===== src/design/gcd_pkg.sv =====
// ----------------------------------------------------------------------------
// gcd_pkg: shared types and constants
// Widths, CORDIC tables and the Q30 product rounding used by the whole block.
// ----------------------------------------------------------------------------
package gcd_pkg;

  localparam int ANGLE_FRAC_BITS_DEF  = 20;
  localparam int RESULT_FRAC_BITS_DEF = 28;
  localparam int N_ITER    = 30;
  localparam int SQRT_BITS = 31;

  localparam logic signed [33:0] CORDIC_K_Q30   = 34'sd652032874;
  localparam logic signed [35:0] PI_Q30         = 36'sd3373259426;
  localparam logic signed [35:0] PI_2_Q30       = 36'sd1686629713;
  localparam logic signed [33:0] ONE_Q30        = 34'sd1073741824;
  localparam logic [28:0]        DEG_TO_RAD_Q34 = 29'd299845282;
  localparam logic [23:0]        RECIP_360      = 24'd11930465;  // ceil(2^32/360)

  localparam logic [29:0] ATAN_Q30 [N_ITER] = '{
    30'd843314857, 30'd497837829, 30'd263043837, 30'd133525159, 30'd67021687,
    30'd33543516,  30'd16775851,  30'd8388437,   30'd4194283,   30'd2097149,
    30'd1048576,   30'd524288,    30'd262144,    30'd131072,    30'd65536,
    30'd32768,     30'd16384,     30'd8192,      30'd4096,      30'd2048,
    30'd1024,      30'd512,       30'd256,       30'd128,       30'd64,
    30'd32,        30'd16,        30'd8,         30'd4,         30'd2
  };

  // rotation lane: x/y are cos/sin accumulators, z residual angle
  typedef struct packed {
    logic signed [33:0] x;
    logic signed [33:0] y;
    logic signed [33:0] z;
    logic               neg;
  } rot_t;

  // square-root lane, carries the operands of the later atan2 stages
  typedef struct packed {
    logic [61:0]        rem;
    logic [61:0]        res;
    logic signed [31:0] cs;
    logic signed [33:0] yv;
    logic signed [33:0] xv;
  } sq_t;

  // vectoring lane
  typedef struct packed {
    logic signed [35:0] x;
    logic signed [35:0] y;
    logic signed [35:0] z;
  } vec_t;

  // Q30 x Q30 -> Q30, round half up
  function automatic logic signed [33:0] mulq(input logic signed [33:0] a,
                                              input logic signed [33:0] b);
    logic signed [67:0] p;
    p = a * b;
    p = p + 68'sd536870912;
    return p[63:30];
  endfunction

endpackage


===== src/design/gcd_vec_cell.sv =====
// ----------------------------------------------------------------------------
// gcd_vec_cell: one vectoring CORDIC step
// Drives y toward zero, accumulating the angle; y of zero holds.
// ----------------------------------------------------------------------------
module gcd_vec_cell
  import gcd_pkg::*;
#(
  parameter int IDX = 0
) (
  input  logic clk_i,
  input  logic en_i,
  input  vec_t d_i,
  output vec_t q_o
);

  vec_t q_d, q_q;
  logic signed [35:0] xs, ys;

  always_comb begin
    xs  = d_i.y >>> IDX;
    ys  = d_i.x >>> IDX;
    q_d = d_i;
    if (d_i.y > 0) begin
      q_d.x = d_i.x + xs;
      q_d.y = d_i.y - ys;
      q_d.z = d_i.z + 36'(ATAN_Q30[IDX]);
    end else if (d_i.y < 0) begin
      q_d.x = d_i.x - xs;
      q_d.y = d_i.y + ys;
      q_d.z = d_i.z - 36'(ATAN_Q30[IDX]);
    end
  end

  always_ff @(posedge clk_i) begin
    if (en_i) q_q <= q_d;
  end

  assign q_o = q_q;

endmodule


===== config.mk =====
export PLATFORM = sky130hd
export DESIGN_NAME = gcd_vec_cell
export DESIGN_NICKNAME = d
export VERILOG_FILES = /design/src/design/gcd_pkg.sv /design/src/design/gcd_vec_cell.sv
export SDC_FILE = /design/constraint.sdc
export NUM_CORES = 1
export LEC_CHECK = 0
export BUFFER_PORTS_ARGS = -buffer_cell sky130_fd_sc_hd__buf_2
export CAP_MARGIN = 20
export CORE_AREA = 2 2 141 143
export CTS_CLUSTER_DIAMETER = 100
export DETAILED_ROUTE_END_ITERATION = 7
export DIE_AREA = 0 0 143 145
export PLACE_DENSITY = 0.9
export SLEW_MARGIN = 20
export SYNTH_ARGS = -nofsm -noshare
export SYNTH_HDL_FRONTEND = slang
export SYNTH_SLANG_ARGS = --single-unit

===== constraint.sdc =====
create_clock -name clk_i -period 6.6 [get_ports clk_i]
set_input_delay 0.33 -clock clk_i [delete_from_list [all_inputs] [get_ports clk_i]]
set_output_delay 0.33 -clock clk_i [all_outputs]
set_load 0.01 [all_outputs]

==> Yosys cells after proc, flatten, opt, wreduce, memory -nomap -nowiden <==
Index checks and enable logic that the tools add are counted.
{ "totals": {"word_cells": 12, "reg_bits": 108, "in_bits": 110, "out_inout_bits": 108} }
{ "op_classes": {"add_sub_neg": 5, "muxes": 2, "order_cmp": 2} }
{ "ops": {"columns": ["cell", "n"], "rows": [
  ["108-bit 2-to-1 mux", 2],
  ["36-bit subtractor", 2],
  ["36-bit by 30-bit adder with 36-bit output, second input constant", 1],
  ["36-bit adder", 1],
  ["36-bit by 1-bit > comparator with 1-bit output, second input constant", 1],
  ["36-bit by 1-bit less-than comparator with 1-bit output, second input constant", 1],
  ["36-bit by 30-bit subtractor with 36-bit output, second input constant", 1]
]} }

==> Longest topological paths before layout <==
{ "logic_depth": {"word_depth": 3, "mapped_depth": 13, "ltp_nobuf": 12} }

==> Least setup slack after synthesis <==
OpenSTA, ideal clock, no wires.
{ "synth_path": {"path_kind": "input to register", "start": "input port d_i[42] (netlist bit)", "end": "register q_q, in the netlist q_o[105] (data pin)", "n_path_buf": 0, "slack_ns": 3.670, "arrival_time_ns": 2.665, "cell_stages": 11, "path_cell_list": "inv_1 -> ha_1 -> nor4_4 -> o311ai_4 -> a311oi_2 -> o311ai_2 -> a31oi_4 -> a2111o_1 -> a21oi_2 -> and3_1 -> or3b_1"} }
{ "synth_rtl": {"columns": ["item", "line", "rtl"], "rows": [
  ["start, declared", "gcd_vec_cell.sv:12", "input vec_t d_i,"],
  ["end signal, assigned", "gcd_vec_cell.sv:35", "if (en_i) q_q <= q_d;"],
  ["end, declared", "gcd_vec_cell.sv:16", "vec_t q_d, q_q;"]
]} }

==> summary.txt <==
Die
  • Core footprint: 19200 µm²
  • Row Count: 51
  • Die Y: 145 µm
  • I/O pin count: 218
  • Initial Utilization: 62.1%
  • Die span in x: 143 µm
  • Total Die Area: 20700 µm²

Routing
  • Via count: 12.7k
  • Routed WL per cell: 21.5 µm
  • Vias per Instance: 6.63
  • Routed Antenna Nets: 0
  • Total wire length: 41000 µm
  • DR iter-0 viols: 1409
  • Pre-antenna DRT Iters: 7
  • Post-route DRC: 0

Global route
  • Number of global-route vias before repair: 11.9k
  • Gr usage total: 38.6%
  • Total grt overflow: 0
  • First-pass GRT wire length: 63200 µm
  • Antenna violations before repair: 3
  • Pin count of the biggest net entering global routing: 96

Hold path
  • Hold Crit Depth: 2
  • Worst Hold Class: input port to flip-flop

Clock network
  • # clock sinks: 108
  • Clk buf depth: 2
  • CTS clk-pin slew, worst paths: 0.08 ns
  • Cts hold-fix bufs: 0
  • CTS tree: yes
  • # resized after CTS: 0
  • CTS Buf Count: 9
  • H-tree levels: 3
  • Post-CTS setup buffer count: 0
  • Root Driver: clkbuf_16

Yosys
  • Synth Area in Simple Gates: 16.9%
  • Area share of the largest cell type after synthesis: 27.2%
  • Top cells by area, synth: edfxtp_1 (27%), ha_1 (12%), a21oi_1 (8.1%)
  • Top-count cell post-synth: a21oi_1
  • Ys flop type: edfxtp_1
  • Register area share after synthesis: 27.2%
  • Synthesis Warnings: 0
  • Post-synth EDFFs: 108
  • Largest family of logic cells by synthesized area: compound AO/OA/AOI/OAI gates
  • #FFs+latches synth: 108
  • Syn_nets: 1713
  • Mux contribution to synthesized area: 1.04%
  • Synth cell types: 87
  • XOR/XNOR Fraction of Synth Area: 3.67%
  • Synth cell count leaders: a21oi_1 (194), inv_1 (122), nor2_1 (114)
  • Mean Syn Cell Area: 8.01 µm²
  • Compound-Gate Fraction of Synth Area: 32.3%
  • Adder-cell share of the synthesized area: 12.2%
  • Synth Cell Area: 11900 µm²
  • Ys async rst share: 0%
  • Cells after synthesis: 1489
  • Synth area leader: edfxtp_1

Setup path
  • Arrival time at the worst endpoint: 3.87 ns
  • Slowest CP cell: a2111oi_0
  • CP cell instances: buf_2 -> inv_1 -> ha_1 -> inv_1 -> a2111oi_0 -> o21ai_0 -> nor4_1 -> a21oi_1 -> a21oi_1 -> nor2b_1 -> mux2_2 -> nor3_1
  • WS Path Type: input port to flip-flop
  • Crit path max fanout: 14
  • Worst EP required: 6.81 ns
  • Worst stage delay on the critical path: 0.66 ns
  • Startpoint class of the critical path: input port
  • CP endpoint kind: flip-flop

Timing
  • Final hold violations: 0
  • RSZ-0062 raised after global routing: false
  • Count of final setup violators: 0
  • Period utilization: 55.6%
  • Post-layout min period: 3.67 ns
  • Slew @ Worst Pin: 1.17 ns
  • Fin. max-slew vios: 0
  • Fmax: 273 MHz
  • Slew headroom: 21.6%
  • Final setup TNS: 0 ns

Layout
  • Synth-to-layout area growth: 12.4%
  • Largest register FFs: 108
  • Final Cell Area: 13400 µm²
  • Non-filler instance count after layout: 1911
  • Final #Nets: 1862
  • Layout cell share with drive strength beyond 1: 17.3%

Placed design
  • Dpl cells: 1892
  • Cell Area, Placed: 13100 µm²
  • HPWL after DPL: 30800 µm
  • Placer congestion estimate: 1.00
  • PortBufs: 217

Power and ir drop
  • Power consumption: 0.00251 W
  • Peak supply drop: 122 µV
  • Leak: 5.79 nW
  • Pwr Density: 187 nW/µm²

Run
  • Total of max-cap violations: 0

Run status
  • Run status: finished, final reports clean
## per-stage QoR
step           util (%)  hold WS, ns  setup WS (ns)
6_report           69.8        0.277           2.93
3_5_place_dp       68.1        0.648           2.71
4_1_cts            69.7        0.275           3.06
5_1_grt            69.7        0.289           2.75
2_1_floorplan         -        0.442           3.67
3_3_place_gp       68.1        0.626           2.65
## cell type report
type / count / area (µm²)
clock buffers: 9 / 225
well taps: 265 / 332
clock inverters: 7 / 86.3
inverters: 123 / 462
repair buffers: 223 / 1140
diodes: 3 / 7.51
fillers: 1650 / 5810
multi-input cells: 1173 / 7910
flip-flops and latches: 108 / 3240
## routing by layer
layer	vias up	share of wire (%)	global-route usage (%)
li1	5831	-	-
met1	5918	40	52.6
met2	793	45	59.5
met3	133	10	7.03
met4	4	4.5	17.2
met5	-	0.076	0
## worst paths after layout
path                  slack (ns)                 end    start
worst min-delay path        0.28   q_o[35]$_DFFE_PP_  d_i[35]
worst max-delay path        2.93  q_o[103]$_DFFE_PP_  d_i[60]
## kinds of logic (layout without fill, tap and decap cells)
kind of cell,Yosys count,count (layout)
compound gates,587,587
simple gates,410,410
buf+inv,208,362
fa+ha+maj,114,114
flops,108,108
xor+xnor,50,50
mux,12,12
other cells,0,3
## where the power goes
part	switching, W	total [W]	internal [W]	leakage (nW)
Combinational	0.000661	0.00103	0.000372	4.58
Sequential	0.0000236	0.000897	0.000873	1.06
Clock	0.000302	0.000575	0.000273	0.151
Total	0.000987	0.00251	0.00152	5.79
## worst max-delay path, delay by kind of cell
| kind | cells | cell delay [ns] |
|---|---|---|
| multiplexers | 1 | 0.36 |
| AO/OA/AOI/OAI | 4 | 1.43 |
| buffers and inverters | 3 | 0.46 |
| AND/OR/NAND/NOR | 3 | 0.72 |
| adder cells (fa/ha/maj) | 1 | 0.56 |
## placed cells by master, fill, tap and decap left out, types with 16 or more instances in the layout
cell type / count
nor2b_1: 20
nor3_1: 33
o211ai_1: 16
inv_1: 121
nor4_1: 24
buf_2: 215
o21ai_0: 94
nand3_1: 26
a211oi_1: 18
o22ai_1: 32
a21oi_1: 194
xnor2_1: 36
a22oi_1: 16
a221oi_1: 25
nor2_1: 112
ha_1: 111
nand2b_1: 18
edfxtp_1: 108
a31oi_1: 20
a21o_1: 31
o21bai_1: 31
nand2_1: 96
Power figures use the tool's default switching activity.
