**src/design/gcd_pkg.sv**
```systemverilog
// ----------------------------------------------------------------------------
// gcd_pkg: shared types and constants
// Widths, CORDIC tables and the Q30 product rounding used by the whole block.
// ----------------------------------------------------------------------------
package gcd_pkg;

  localparam int ANGLE_FRAC_BITS_DEF  = 20;
  localparam int RESULT_FRAC_BITS_DEF = 28;
  localparam int N_ITER    = 30;
  localparam int SQRT_BITS = 31;

  localparam logic signed [33:0] CORDIC_K_Q30   = 34'sd652032874;
  localparam logic signed [35:0] PI_Q30         = 36'sd3373259426;
  localparam logic signed [35:0] PI_2_Q30       = 36'sd1686629713;
  localparam logic signed [33:0] ONE_Q30        = 34'sd1073741824;
  localparam logic [28:0]        DEG_TO_RAD_Q34 = 29'd299845282;
  localparam logic [23:0]        RECIP_360      = 24'd11930465;  // ceil(2^32/360)

  localparam logic [29:0] ATAN_Q30 [N_ITER] = '{
    30'd843314857, 30'd497837829, 30'd263043837, 30'd133525159, 30'd67021687,
    30'd33543516,  30'd16775851,  30'd8388437,   30'd4194283,   30'd2097149,
    30'd1048576,   30'd524288,    30'd262144,    30'd131072,    30'd65536,
    30'd32768,     30'd16384,     30'd8192,      30'd4096,      30'd2048,
    30'd1024,      30'd512,       30'd256,       30'd128,       30'd64,
    30'd32,        30'd16,        30'd8,         30'd4,         30'd2
  };

  // rotation lane: x/y are cos/sin accumulators, z residual angle
  typedef struct packed {
    logic signed [33:0] x;
    logic signed [33:0] y;
    logic signed [33:0] z;
    logic               neg;
  } rot_t;

  // square-root lane, carries the operands of the later atan2 stages
  typedef struct packed {
    logic [61:0]        rem;
    logic [61:0]        res;
    logic signed [31:0] cs;
    logic signed [33:0] yv;
    logic signed [33:0] xv;
  } sq_t;

  // vectoring lane
  typedef struct packed {
    logic signed [35:0] x;
    logic signed [35:0] y;
    logic signed [35:0] z;
  } vec_t;

  // Q30 x Q30 -> Q30, round half up
  function automatic logic signed [33:0] mulq(input logic signed [33:0] a,
                                              input logic signed [33:0] b);
    logic signed [67:0] p;
    p = a * b;
    p = p + 68'sd536870912;
    return p[63:30];
  endfunction

endpackage

```
**src/design/gcd_sqrt_cell.sv**
```systemverilog
// ----------------------------------------------------------------------------
// gcd_sqrt_cell: one digit of the integer square root
// Tests bit 4^K against the remainder, passes the atan2 operands along.
// ----------------------------------------------------------------------------
module gcd_sqrt_cell
  import gcd_pkg::*;
#(
  parameter int K = 0
) (
  input  logic clk_i,
  input  logic en_i,
  input  sq_t  d_i,
  output sq_t  q_o
);

  localparam logic [61:0] BIT = 62'd1 << (2 * K);

  sq_t q_d, q_q;
  logic [61:0] t;

  always_comb begin
    t   = d_i.res + BIT;
    q_d = d_i;
    if (d_i.rem >= t) begin
      q_d.rem = d_i.rem - t;
      q_d.res = (d_i.res >> 1) + BIT;
    end else begin
      q_d.res = d_i.res >> 1;
    end
  end

  always_ff @(posedge clk_i) begin
    if (en_i) q_q <= q_d;
  end

  assign q_o = q_q;

endmodule

```
**config.mk**
```make
export PLATFORM = sky130hd
export DESIGN_NAME = gcd_sqrt_cell
export DESIGN_NICKNAME = d
export VERILOG_FILES = /design/src/design/gcd_pkg.sv /design/src/design/gcd_sqrt_cell.sv
export SDC_FILE = /design/constraint.sdc
export NUM_CORES = 1
export LEC_CHECK = 0
export BUFFER_PORTS_ARGS = -buffer_cell sky130_fd_sc_hd__buf_2
export CORE_UTILIZATION = 44
export CTS_CLUSTER_DIAMETER = 80
export DETAILED_ROUTE_END_ITERATION = 8
export PLACE_DENSITY = 0.83
export SYNTH_ARGS = -nofsm -noshare
export SYNTH_HDL_FRONTEND = slang
export SYNTH_SLANG_ARGS = --single-unit
```
**constraint.sdc**
```tcl
create_clock -name clk_i -period 5 [get_ports clk_i]
set_input_delay 0.25 -clock clk_i [delete_from_list [all_inputs] [get_ports clk_i]]
set_output_delay 0.25 -clock clk_i [all_outputs]
set_load 0.02 [all_outputs]
```
[Word level (Yosys, flattened, before mapping)]
Cells that the tools add are included.
Storage, ports and cells
  output and inout port bits: 224
  word-level logic and storage cells: 12
  register bits after elaboration: 224
  input port bits: 226
Cells by class
  magnitude comparators: 1
  multiplexer cells: 2
  add/sub/neg operators: 3
Operators by type and width (count)
  adder 61 x 1 -> 62 bit, second input constant: 1
  adder 62 x 1 -> 62 bit, second input constant: 1
  greater-or-equal comparator 62 bit: 1
  2-to-1 mux 62 bit: 1
  subtractor 62 bit: 1
  2-to-1 mux 61 bit: 1

[Depth between registers and ports, before layout]
  depth after elaboration: 3
  mapped depth: 25
  gate-level depth less buffers: 20

[Worst setup path before layout]
OpenSTA, ideal clock, no wires.
  path kind: input to register
  start: in d_i[103] (netlist name)
  end: reg q_q, in the netlist q_o[148], data pin
  data arrival time: 4.399 ns
  buffers on the path: 3
  cell stages on the path: 23
  setup slack: 0.343 ns
  required time: 4.742 ns
  library setup time: 0.258 ns
  cells stage by stage: buf_2 nand3_1 nor2_1 nand3_1 nor2_1 nand2_1 or3_1 nor2b_1 nor2b_1 xnor2_1 ha_1 clkbuf_1 nand2_1 o21ai_1 a21o_1 a21oi_1 o21ai_0 and2_1 a21oi_2 o31a_1 buf_2 or4_1 xnor2_1
RTL lines
  from (decl): RTL line gcd_sqrt_cell.sv:12  | input sq_t d_i,
  to (signal assigned): RTL line gcd_sqrt_cell.sv:33  | if (en_i) q_q <= q_d;
  to (decl): RTL line gcd_sqrt_cell.sv:18  | sq_t q_d, q_q;

==> load_flow_metrics.sql <==
INSERT INTO impl_metrics (metric_group, metric, value, unit) VALUES
('run_status', 'run_status', 'finished, final reports clean', ''),
('place', 'numPlacedInstances', '2228', ''),
('detailed_routing', 'route.final.wire_length', '54100', 'um'),
('place', 'gp_congestion', '0.995', ''),
('critical_path', 'worst_ep_required_time', '5280', 'ps'),
('cts', 'cts_tree', 'done', ''),
('die', 'design.portCount', '450', ''),
('detailed_routing', 'wl_per_cell', '22.7', 'um'),
('critical_path', 'timing.critical_path.arrival', '4830', 'ps'),
('timing', 'slew_headroom', '36.4', '%'),
('synthesis', 'synth_cell_type_count', '64', ''),
('synthesis', 'synthTopCellsByArea', 'sky130_fd_sc_hd__edfxtp_1 50%, sky130_fd_sc_hd__xnor2_1 6.3%, sky130_fd_sc_hd__ha_1 6.0%', ''),
('timing', 'hold_slack', '24.8', 'ps'),
('timing', 'report.final.slew_viol_count', '0', ''),
('cts', 'postCtsSetupBuffers', '0', ''),
('synthesis', 'post-synth-top-count-cell', 'sky130_fd_sc_hd__edfxtp_1', ''),
('hold_path', 'worst_hold_path_type', 'in2reg', ''),
('synthesis', 'synth_sequential_area_ratio', '50.1', '%'),
('global_routing', 'globalRoute.totalOverflow', '0', ''),
('detailed_routing', 'vias', '13400', ''),
('detailed_routing', 'detail_route.vias_per_cell', '5.64', ''),
('power', 'power.share.combinational', '27.1', '%'),
('layout', 'num-nets-final', '2258', ''),
('cts', 'clkSlewWorstSetupHoldPaths', '60', 'ps'),
('global_routing', 'grt_max_degree', '119', ''),
('timing', 'unrepaired_setup_endpoints_after_global_routing', 'false', ''),
('die', 'initial_core_util', '45.0', '%'),
('timing', 'worstMarginPinSlew', '954', 'ps'),
('critical_path', 'timing.critical_path.slowest_stage_cell', 'sky130_fd_sc_hd__nor4_1', ''),
('synthesis', 'synth-edff-count', '224', ''),
('synthesis', 'post-synth-top-area-cell', 'sky130_fd_sc_hd__edfxtp_1', ''),
('power', 'power.internal', '4.01', 'mW'),
('global_routing', 'track_usage', '33.5', '%'),
('cts', 'htree_levels', '1', ''),
('global_routing', 'grt_antenna_before_repair', '5', ''),
('cts', 'cts_sinks', '224', ''),
('global_routing', 'grt_pass1_vias', '13200', ''),
('place', 'dp_hpwl', '40600', 'um'),
('global_routing', 'grt_pass1_wl', '78000', 'um'),
('timing', 'finalWorstPathRequiredPeriod', '4560', 'ps'),
('critical_path', 'critical_path_class', 'in2reg', ''),
('timing', 'fin_crit_share', '91.1', '%'),
('synthesis', 'postSynthNetCount', '1588', ''),
('cts', 'tritoncts.num_buffers', '27', ''),
('layout', 'flow.area_growth_from_synthesis', '41.2', '%'),
('power', 'power.switching', '1.87', 'mW'),
('layout', 'largest_register_ff_count', '224', ''),
('critical_path', 'crit_buf_inv', '4', ''),
('detailed_routing', 'drtPass1Iterations', '5', ''),
('layout', 'multiInputGateArea', '6370', 'um2'),
('synthesis', 'ys_async_sr_fraction', '0', '%'),
('timing', 'finalSetupViolCount', '0', ''),
('detailed_routing', 'drc_errors', '0', ''),
('synthesis', 'synth.top_cells.by_count', '224 x sky130_fd_sc_hd__edfxtp_1, 138 x sky130_fd_sc_hd__nor2_1, 134 x sky130_fd_sc_hd__nand2_1', ''),
('layout', 'final_layout_size_suffix_gt1_share', '33.1', '%'),
('die', 'die_width', '177', 'um'),
('critical_path', 'critical_path.startpoint_type', 'input pin', ''),
('detailed_routing', 'detailedRoute.firstIterationViolations', '1353', ''),
('power', 'clock_power_share', '32.8', '%'),
('synthesis', 'mappedNetlistArea', '13400', 'um2'),
('power', 'seq_power_share', '40.1', '%'),
('synthesis', 'syn_avg_cell_area', '10.3', 'um2'),
('die', 'floorplan.core_area', '29800', 'um2'),
('flow_run', 'max_cap_violations', '0', ''),
('synthesis', 'synth-seq-cells', '224', ''),
('cts', 'cts-root-to-sink-buffers', '3', ''),
('power', 'power.share.switching', '31.8', '%'),
('critical_path', 'crit_chain', 'buf_2, nand4_1, nor2_1, buf_4, nand3_1, nor2_1, nand2_1, or3_1, nor2b_1, buf_4, nor2b_1, xnor2_1, ha_1, nand2_1, o21ai_1, a21o_1, a21oi_1, o21ai_0, and2_1, a21oi_2, o31a_2, buf_12, nor4_1, xor2_1', ''),
('power', 'vdd_ir_drop_max', '0.244', 'mV'),
('power', 'power_per_cell_area', '310', 'nW/um2'),
('detailed_routing', 'ant_nets', '0', '');
==> power groups by stage <==
stage,registers [mW],logic [mW],clock network (mW)
CTS,2.35,1.57,1.93
global placement,2.38,1.48,0
floorplan,2.62,0.589,0
global route,2.37,1.69,2.01
finish,2.36,1.59,1.93
detailed placement,2.39,1.49,0
==> kinds of logic (layout without fill, tap and decap cells) <==
group	after synthesis	count (layout)	share of synthesized area, %
xor gates and xnor gates	178	178	11.6
other	0	3	0
muxes	1	1	0.0839
DFF	224	224	50.1
and+or+nand+nor	472	472	16.9
buffers and inverters	80	770	2.50
adders and majority gates	65	65	6.11
AOI/OAI and AO/OA	277	277	12.6
==> path summary, 6_finish.rpt <==
kind,depth (start not counted),end,start,slack [ps]
max,24,q_o[145],d_i[111],440
min,2,q_o[169],d_i[169],20
==> what timing repair did <==
| item | CTS | global route |
|---|---|---|
| hold buffers | 100 | 0 |
| endpoints found under the hold margin | 100 | 0 |
| endpoints found under the setup margin | 0 | 0 |
==> layer usage <==
metal  vias to the layer above  share of wire, %  track usage (%)
met4                         2               5.1             16.5
met3                       149               9.1             6.25
li1                       6117                 -                -
met2                       787                47             55.7
met5                         -             0.018                0
met1                      6372                38             41.7
==> stage by stage <==
step	power [mW]	utilization [%]	setup slack [ps]	cell area (um2)
floorplan	3.21	-	343	13400
global placement	3.87	57.4	47.0	17100
detailed placement	3.88	57.4	38.3	17100
CTS	5.85	63.6	597	18900
global route	6.07	63.6	111	18900
finish	5.88	63.6	443	18900
==> cells in the final DEF (no fill, tap or decap), types with 35 or more instances in the layout <==
cell type / n
sky130_fd_sc_hd__a21o_1: 35
sky130_fd_sc_hd__a21oi_1: 126
sky130_fd_sc_hd__buf_2: 448
sky130_fd_sc_hd__buf_4: 140
sky130_fd_sc_hd__dlygate4sd3_1: 100
sky130_fd_sc_hd__edfxtp_1: 224
sky130_fd_sc_hd__ha_1: 64
sky130_fd_sc_hd__nand2_1: 134
sky130_fd_sc_hd__nand3_1: 48
sky130_fd_sc_hd__nand4_1: 44
sky130_fd_sc_hd__nor2_1: 138
sky130_fd_sc_hd__o21ai_0: 37
sky130_fd_sc_hd__xnor2_1: 96
sky130_fd_sc_hd__xor2_1: 82
==> final cells by class <==
cell class | instances | area share [%]
well taps | 390 | 2.58
clock inverters | 16 | 0.779
multi-input cells | 993 | 33.6
flip-flops and latches | 224 | 35.5
inverters | 27 | 0.535
clock buffers | 33 | 3.68
diodes | 3 | 0.0396
repair buffers | 694 | 23.3
Power figures use the tool's default switching activity.
