## config.mk

```make
export PLATFORM = sky130hd
export DESIGN_NAME = gcd_rot_cell
export DESIGN_NICKNAME = d
export VERILOG_FILES = /design/src/design/gcd_pkg.sv /design/src/design/gcd_rot_cell.sv
export SDC_FILE = /design/constraint.sdc
export NUM_CORES = 1
export LEC_CHECK = 0
export BUFFER_PORTS_ARGS = -buffer_cell sky130_fd_sc_hd__buf_2
export CORE_MARGIN = 10
export CORE_UTILIZATION = 37
export DETAILED_ROUTE_END_ITERATION = 12
export GPL_TIMING_DRIVEN = 0
export PLACE_DENSITY = 0.65
export SLEW_MARGIN = 20
export SYNTH_ARGS = -nofsm -noshare
export SYNTH_HDL_FRONTEND = slang
export SYNTH_SLANG_ARGS = --single-unit
```

## constraint.sdc

```tcl
create_clock -name clk_i -period 5.4 [get_ports clk_i]
set_clock_uncertainty 0.05 [all_clocks]
set_input_delay 1.08 -clock clk_i [delete_from_list [all_inputs] [get_ports clk_i]]
set_output_delay 1.08 -clock clk_i [all_outputs]
set_load 0.03 [all_outputs]
```

## src/design/gcd_pkg.sv

```systemverilog
// ----------------------------------------------------------------------------
// gcd_pkg: shared types and constants
// Widths, CORDIC tables and the Q30 product rounding used by the whole block.
// ----------------------------------------------------------------------------
package gcd_pkg;

  localparam int ANGLE_FRAC_BITS_DEF  = 20;
  localparam int RESULT_FRAC_BITS_DEF = 28;
  localparam int N_ITER    = 30;
  localparam int SQRT_BITS = 31;

  localparam logic signed [33:0] CORDIC_K_Q30   = 34'sd652032874;
  localparam logic signed [35:0] PI_Q30         = 36'sd3373259426;
  localparam logic signed [35:0] PI_2_Q30       = 36'sd1686629713;
  localparam logic signed [33:0] ONE_Q30        = 34'sd1073741824;
  localparam logic [28:0]        DEG_TO_RAD_Q34 = 29'd299845282;
  localparam logic [23:0]        RECIP_360      = 24'd11930465;  // ceil(2^32/360)

  localparam logic [29:0] ATAN_Q30 [N_ITER] = '{
    30'd843314857, 30'd497837829, 30'd263043837, 30'd133525159, 30'd67021687,
    30'd33543516,  30'd16775851,  30'd8388437,   30'd4194283,   30'd2097149,
    30'd1048576,   30'd524288,    30'd262144,    30'd131072,    30'd65536,
    30'd32768,     30'd16384,     30'd8192,      30'd4096,      30'd2048,
    30'd1024,      30'd512,       30'd256,       30'd128,       30'd64,
    30'd32,        30'd16,        30'd8,         30'd4,         30'd2
  };

  // rotation lane: x/y are cos/sin accumulators, z residual angle
  typedef struct packed {
    logic signed [33:0] x;
    logic signed [33:0] y;
    logic signed [33:0] z;
    logic               neg;
  } rot_t;

  // square-root lane, carries the operands of the later atan2 stages
  typedef struct packed {
    logic [61:0]        rem;
    logic [61:0]        res;
    logic signed [31:0] cs;
    logic signed [33:0] yv;
    logic signed [33:0] xv;
  } sq_t;

  // vectoring lane
  typedef struct packed {
    logic signed [35:0] x;
    logic signed [35:0] y;
    logic signed [35:0] z;
  } vec_t;

  // Q30 x Q30 -> Q30, round half up
  function automatic logic signed [33:0] mulq(input logic signed [33:0] a,
                                              input logic signed [33:0] b);
    logic signed [67:0] p;
    p = a * b;
    p = p + 68'sd536870912;
    return p[63:30];
  endfunction

endpackage

```

## src/design/gcd_rot_cell.sv

```systemverilog
// ----------------------------------------------------------------------------
// gcd_rot_cell: one rotation CORDIC step
// Rotates toward zero residual angle by atan(2^-IDX).
// ----------------------------------------------------------------------------
module gcd_rot_cell
  import gcd_pkg::*;
#(
  parameter int IDX = 0
) (
  input  logic clk_i,
  input  logic en_i,
  input  rot_t d_i,
  output rot_t q_o
);

  rot_t q_d, q_q;
  logic signed [33:0] xs, ys;

  always_comb begin
    xs  = d_i.y >>> IDX;
    ys  = d_i.x >>> IDX;
    q_d = d_i;
    if (!d_i.z[33]) begin
      q_d.x = d_i.x - xs;
      q_d.y = d_i.y + ys;
      q_d.z = d_i.z - 34'(ATAN_Q30[IDX]);
    end else begin
      q_d.x = d_i.x + xs;
      q_d.y = d_i.y - ys;
      q_d.z = d_i.z + 34'(ATAN_Q30[IDX]);
    end
  end

  always_ff @(posedge clk_i) begin
    if (en_i) q_q <= q_d;
  end

  assign q_o = q_q;

endmodule

```

== Word-level counts from Yosys, hierarchy flattened ==
Index checks and enable logic that the tools add are counted.

* $mul: 0
* Div/mod/pow operators: 0
* Magnitude comparators: 0
* Multiplexer cells: 1
* Add/subtract/negate cells: 5
* Bitwise operators: 0
* Reduce and logical (&&, ||, !) cells: 0
* Equality and inequality tests: 0
* Shift operators: 0

{| class="wikitable"
|+ Operator list
! cell !! count
|-
| 2-to-1 mux 102 bit || 1
|-
| subtractor 34 bit || 2
|-
| adder 34 x 30 -> 34 bit (second input constant) || 1
|-
| adder 34 bit || 1
|-
| subtractor 34 x 30 -> 34 bit (second input constant) || 1
|}

* Word-level logic and storage cells: 10
* Memories: 0
* Memory bits (writable): 0
* Memory bits (read-only): 0
* Output and inout bits: 103
* Register bits after elaboration: 103
* Input port bits: 105
* Bits in latches: 0

== Logic depth before layout (Yosys ltp) ==
* Depth in word-level cells: 2
* Mapped depth: 14
* Mapped depth without buffers: 13

== Worst setup path after synthesis ==
Ideal clock, no wire load.

* Path kind: input to register
* Start point: in d_i[34] (netlist bit)
* End point: reg q_q (netlist bit q_o[32]), data pin
* Setup slack: 1.111 ns
* Arrival time: 3.981 ns
* Setup time: 0.258 ns
* Data required time: 5.092 ns
* Buffers on the path: 1
* Stages: 13
* Cells stage by stage: clkinv_1 > clkbuf_1 > ha_1 > o21ai_0 > a21oi_1 > a221oi_1 > nor3_1 > o31ai_1 > a21oi_1 > a41o_1 > o21a_1 > nor2_1 > xnor2_1

{| class="wikitable"
|+ RTL lines
! item !! RTL line !! RTL
|-
| start: declaration || gcd_rot_cell.sv:12 || <nowiki>input rot_t d_i,</nowiki>
|-
| end signal: assignment || gcd_rot_cell.sv:35 || <nowiki>if (en_i) q_q <= q_d;</nowiki>
|-
| end: declaration || gcd_rot_cell.sv:16 || <nowiki>rot_t q_d, q_q;</nowiki>
|}

==> results.txt <==
- Remaining max-slew budget at the tightest pin: 0.3322
- Post CTS Setup Buffer Count: 0
- Measured along the x axis, the die boundary spans 185.3 um.
- For this run, the top clock speed supported by timing is about 190 MHz.
- Remaining antenna violation count: 0
- Signed area change from the synthesized netlist to the final layout: 17.83%
- Type of the most critical hold path: primary input to register
- Yosys mapped the design onto between 70 and 80 distinct sky130hd cell types.
* Initial standard-cell utilization of the core: 0.3753
- Across every metal layer, demand over resource in global routing totals 0.1904.
- Transition at the pin with the smallest max-transition slack: 1.002 ns
- Power density cells: about 260 nW/um^2
- Worst setup path startpoint: d_i[34]
- Worst-path cell with the longest stage delay: sky130_fd_sc_hd__a2111oi_1
- Crit-path max FO: 20
- Number of synthesized flops with an enable pin: 102
* Row count: 60
* Total buffers and inverters traversed by the critical path: 4
- The final-report hold violation count is 0.
- The most used flip-flop cell after synthesis is sky130_fd_sc_hd__edfxtp_1.
* Height of the die: 185.3 um
- Ratio of routed vias to standard cells: 5.604
* Via count of the routed design: 9,627
- Clock transition at the registers of the reported paths: ~0.070 ns
- Of the post-synthesis cell area, the dominant cell type holds 0.3029.
- Total standard cell area after synthesis: 10,110 um^2
- The setup path with the least slack is of type primary input to register.
- Commonest non-fill, non-tap cells in the layout: 212 x sky130_fd_sc_hd__buf_2, 142 x sky130_fd_sc_hd__a21oi_1, 131 x sky130_fd_sc_hd__ha_1
* VDD IR max: 123.5 uV
- Number of DRC violations after detailed-routing iteration 0: roughly 910
- TritonCTS built the clock tree.
- For this run, the slowest stage of the critical path takes 0.65 ns.
- Yosys attributes the largest share of cell area to sky130_fd_sc_hd__edfxtp_1 30%, sky130_fd_sc_hd__ha_1 16%, sky130_fd_sc_hd__a21oi_1 7.0%.
- Hold is met by 0.8415 ns.
- After synthesis the netlist holds a flip-flop and latch count of 102.
- Instance count of the mapped netlist: between 1,000 and 1,500
- Routability-driven placement finished with a final weighted congestion of 0.9699.
- First-pass GRT wire length: 51.61 mm
- After routing, the total negative slack on setup checks comes to 0 ns.
* Root Buffer Master: sky130_fd_sc_hd__clkbuf_16
* Port Buf Inserts: 207
* Post-CTS Hold Buffers: 0
- Final setup violating endpoints: 0
* Max FFs per register: 102
* DP Wirelength: between 20 and 30 mm
- STA classifies the critical path startpoint as a primary input.
* TritonRoute pass-1 iters: 6
* Setup repair after global routing missed its margin: no
* I/O pins: 208
- After floorplanning, the core was sized to cover 26,950 um^2.
* # H-tree levels: 3
- The worst path in the final design needs a cycle of between 5 and 6 ns, including I/O delays and setup.
- Entering global routing, the biggest net connects 65 pins.
- Async SR Flop Fraction: 0
- Most frequent standard cell in the layout excluding fill and tap cells: sky130_fd_sc_hd__buf_2
* Synthesis warning total: 0
* Post-Syn Nets: 1,392
- On the critical path the largest part of the delay comes from compound AO/OA/AOI/OAI gates.
* Worst hold start: d_i[0]
* Overall die area: 34,350 um^2
* Antenna diode count: 0
* Share of the cycle needed by the critical path after routing: 0.9541
- For this run, the share of the core covered by cells in the final layout is 0.4422.
- Antenna violations before repair: 2
- Gr ovfl total: 0
- For this run, design rule violations remaining after detail routing come to 0.
* Fraction of final layout cells with drive strength greater than 1: 0.1808
* CP Data Arrival Time: 5.22 ns
- Req. time, crit path: 5.47 ns
- Summed over all instances, the cell type with the most area after synthesis is sky130_fd_sc_hd__edfxtp_1.
* Fraction of the yosys area taken by sequential cells: 0.3029
- For this design, the sink count on the clock tree is 102.
- Cell Chain, Critical Path: buf_2 -> clkinvlp_4 -> clkbuf_2 -> buf_16 -> ha_1 -> a21o_1 -> a31o_2 -> o211ai_1 -> a2111oi_1 -> o31ai_1 -> a21oi_1 -> a41o_1 -> o21a_1 -> o21ai_0 -> o2bb2ai_1
- In this run, CTS created clock tree buffers numbering 9.
* Post-synthesis average cell area: around 8.8 um^2
* Final Net Count: 1,612
- Crit end category: register
- Maximum clock insertion buffer count: 2
- Wire length per cell: between 15 and 20 um
- Max-cap violations in this run came to 0.
- The number of global-route vias before repair was about 9,400.
- Leak pwr: 5.392 nW
- Wire length reported by the detailed router: between 30 and 40 mm
- Final count of pins violating max slew: 0
* Result of the run: finished clean
- The completed layout was analyzed and its total power is 3.120 mW.
==> final cells by class <==
| class | count | area, um^2 |
|---|---|---|
| Tap cell | 341 | 426.7 |
| Multi-Input combinational cell | 891 | 6439 |
| Inverter | 110 | 416.7 |
| Timing Repair Buffer | 209 | 1097 |
| Clock buffer | 10 | 229.0 |
| Buffer | 49 | 207.7 |
| Clock inverter | 6 | 37.54 |
| Sequential cell | 102 | 3063 |
| Fill cell | 2672 | 15030 |
==> worst paths after layout <==
path | endpoint | slack, ns | depth (start not counted)
min | q_o[0] | 0.84 | 1
max | q_o[34] | 0.25 | 15
==> cell families (layout without fill, tap and decap cells) <==
| kind of cell | Yosys count | in the layout | share of synthesized area |
|---|---|---|---|
| adders and majority gates | 135 | 135 | 0.1700 |
| DFF | 102 | 102 | 0.3029 |
| muxes | 18 | 18 | 0.01794 |
| AOI/OAI and AO/OA | 389 | 389 | 0.2474 |
| buffers and inverters | 159 | 384 | 0.06124 |
| and+or+nand+nor | 255 | 255 | 0.1191 |
| xor gates and xnor gates | 94 | 94 | 0.08141 |
==> synth_stat cells (3+ instances only) <==
cell type and count:
sky130_fd_sc_hd__o22ai_1 3, sky130_fd_sc_hd__buf_2 6, sky130_fd_sc_hd__nor2_1 89, sky130_fd_sc_hd__a211o_1 5, sky130_fd_sc_hd__o31ai_1 12, sky130_fd_sc_hd__nand4_1 12
sky130_fd_sc_hd__xor2_1 20, sky130_fd_sc_hd__a221oi_1 4, sky130_fd_sc_hd__a31oi_1 7, sky130_fd_sc_hd__fa_1 4, sky130_fd_sc_hd__nor3_1 17, sky130_fd_sc_hd__a211oi_1 12
sky130_fd_sc_hd__nand3b_1 4, sky130_fd_sc_hd__o21a_1 8, sky130_fd_sc_hd__a221o_1 5, sky130_fd_sc_hd__inv_1 105, sky130_fd_sc_hd__clkinv_1 5, sky130_fd_sc_hd__o211ai_1 10
sky130_fd_sc_hd__ha_1 131, sky130_fd_sc_hd__or3_1 4, sky130_fd_sc_hd__or4_1 3, sky130_fd_sc_hd__a41oi_1 3, sky130_fd_sc_hd__edfxtp_1 102, sky130_fd_sc_hd__o2111ai_1 3
sky130_fd_sc_hd__buf_1 8, sky130_fd_sc_hd__clkbuf_1 32, sky130_fd_sc_hd__nand2b_1 10, sky130_fd_sc_hd__nor4_1 8, sky130_fd_sc_hd__a2111oi_0 5, sky130_fd_sc_hd__o21ai_0 69
sky130_fd_sc_hd__nand2_1 68, sky130_fd_sc_hd__a31o_2 4, sky130_fd_sc_hd__nand3_1 14, sky130_fd_sc_hd__o31a_1 4, sky130_fd_sc_hd__mux2i_1 17, sky130_fd_sc_hd__nor2b_1 12
sky130_fd_sc_hd__a21boi_0 3, sky130_fd_sc_hd__xnor2_1 74, sky130_fd_sc_hd__a21o_1 40, sky130_fd_sc_hd__and2_1 3, sky130_fd_sc_hd__o21bai_1 25, sky130_fd_sc_hd__a21oi_1 142
==> report_power, final <==
| part | leakage (nW) | internal [mW] | switching, mW |
|---|---|---|---|
| clock network | 0.128 | 0.313 | 0.330 |
| registers | 0.998 | 1.05 | 0.0320 |
| logic | 4.27 | 0.461 | 0.933 |
| total | 5.39 | 1.82 | 1.30 |
==> timing repair <==
item	4_1_cts	5_1_grt
resized for setup	0	2
endpoints found under the hold margin	0	0
setup endpoints to repair	0	2
==> routing by layer <==
layer,part of all wire,track usage,up-vias
met5,0.00091,0,-
met4,0.021,0.05657,4
met3,0.079,0.03605,61
met2,0.47,0.3230,433
met1,0.43,0.2389,4534
li1,-,-,4595
==> per-stage QoR <==
stage | setup WS (ns) | instance area [um^2] | cells
floorplan | 1.111 | 10110 | 1152
global placement | -0.8361 | 11580 | 1700
detailed placement | -0.3553 | 11640 | 1702
CTS | 0.01804 | 11910 | 1718
global route | 0.05000 | 11920 | 1718
finish | 0.2479 | 11920 | 1718
No activity file was read; power rests on OpenSTA's default activity.
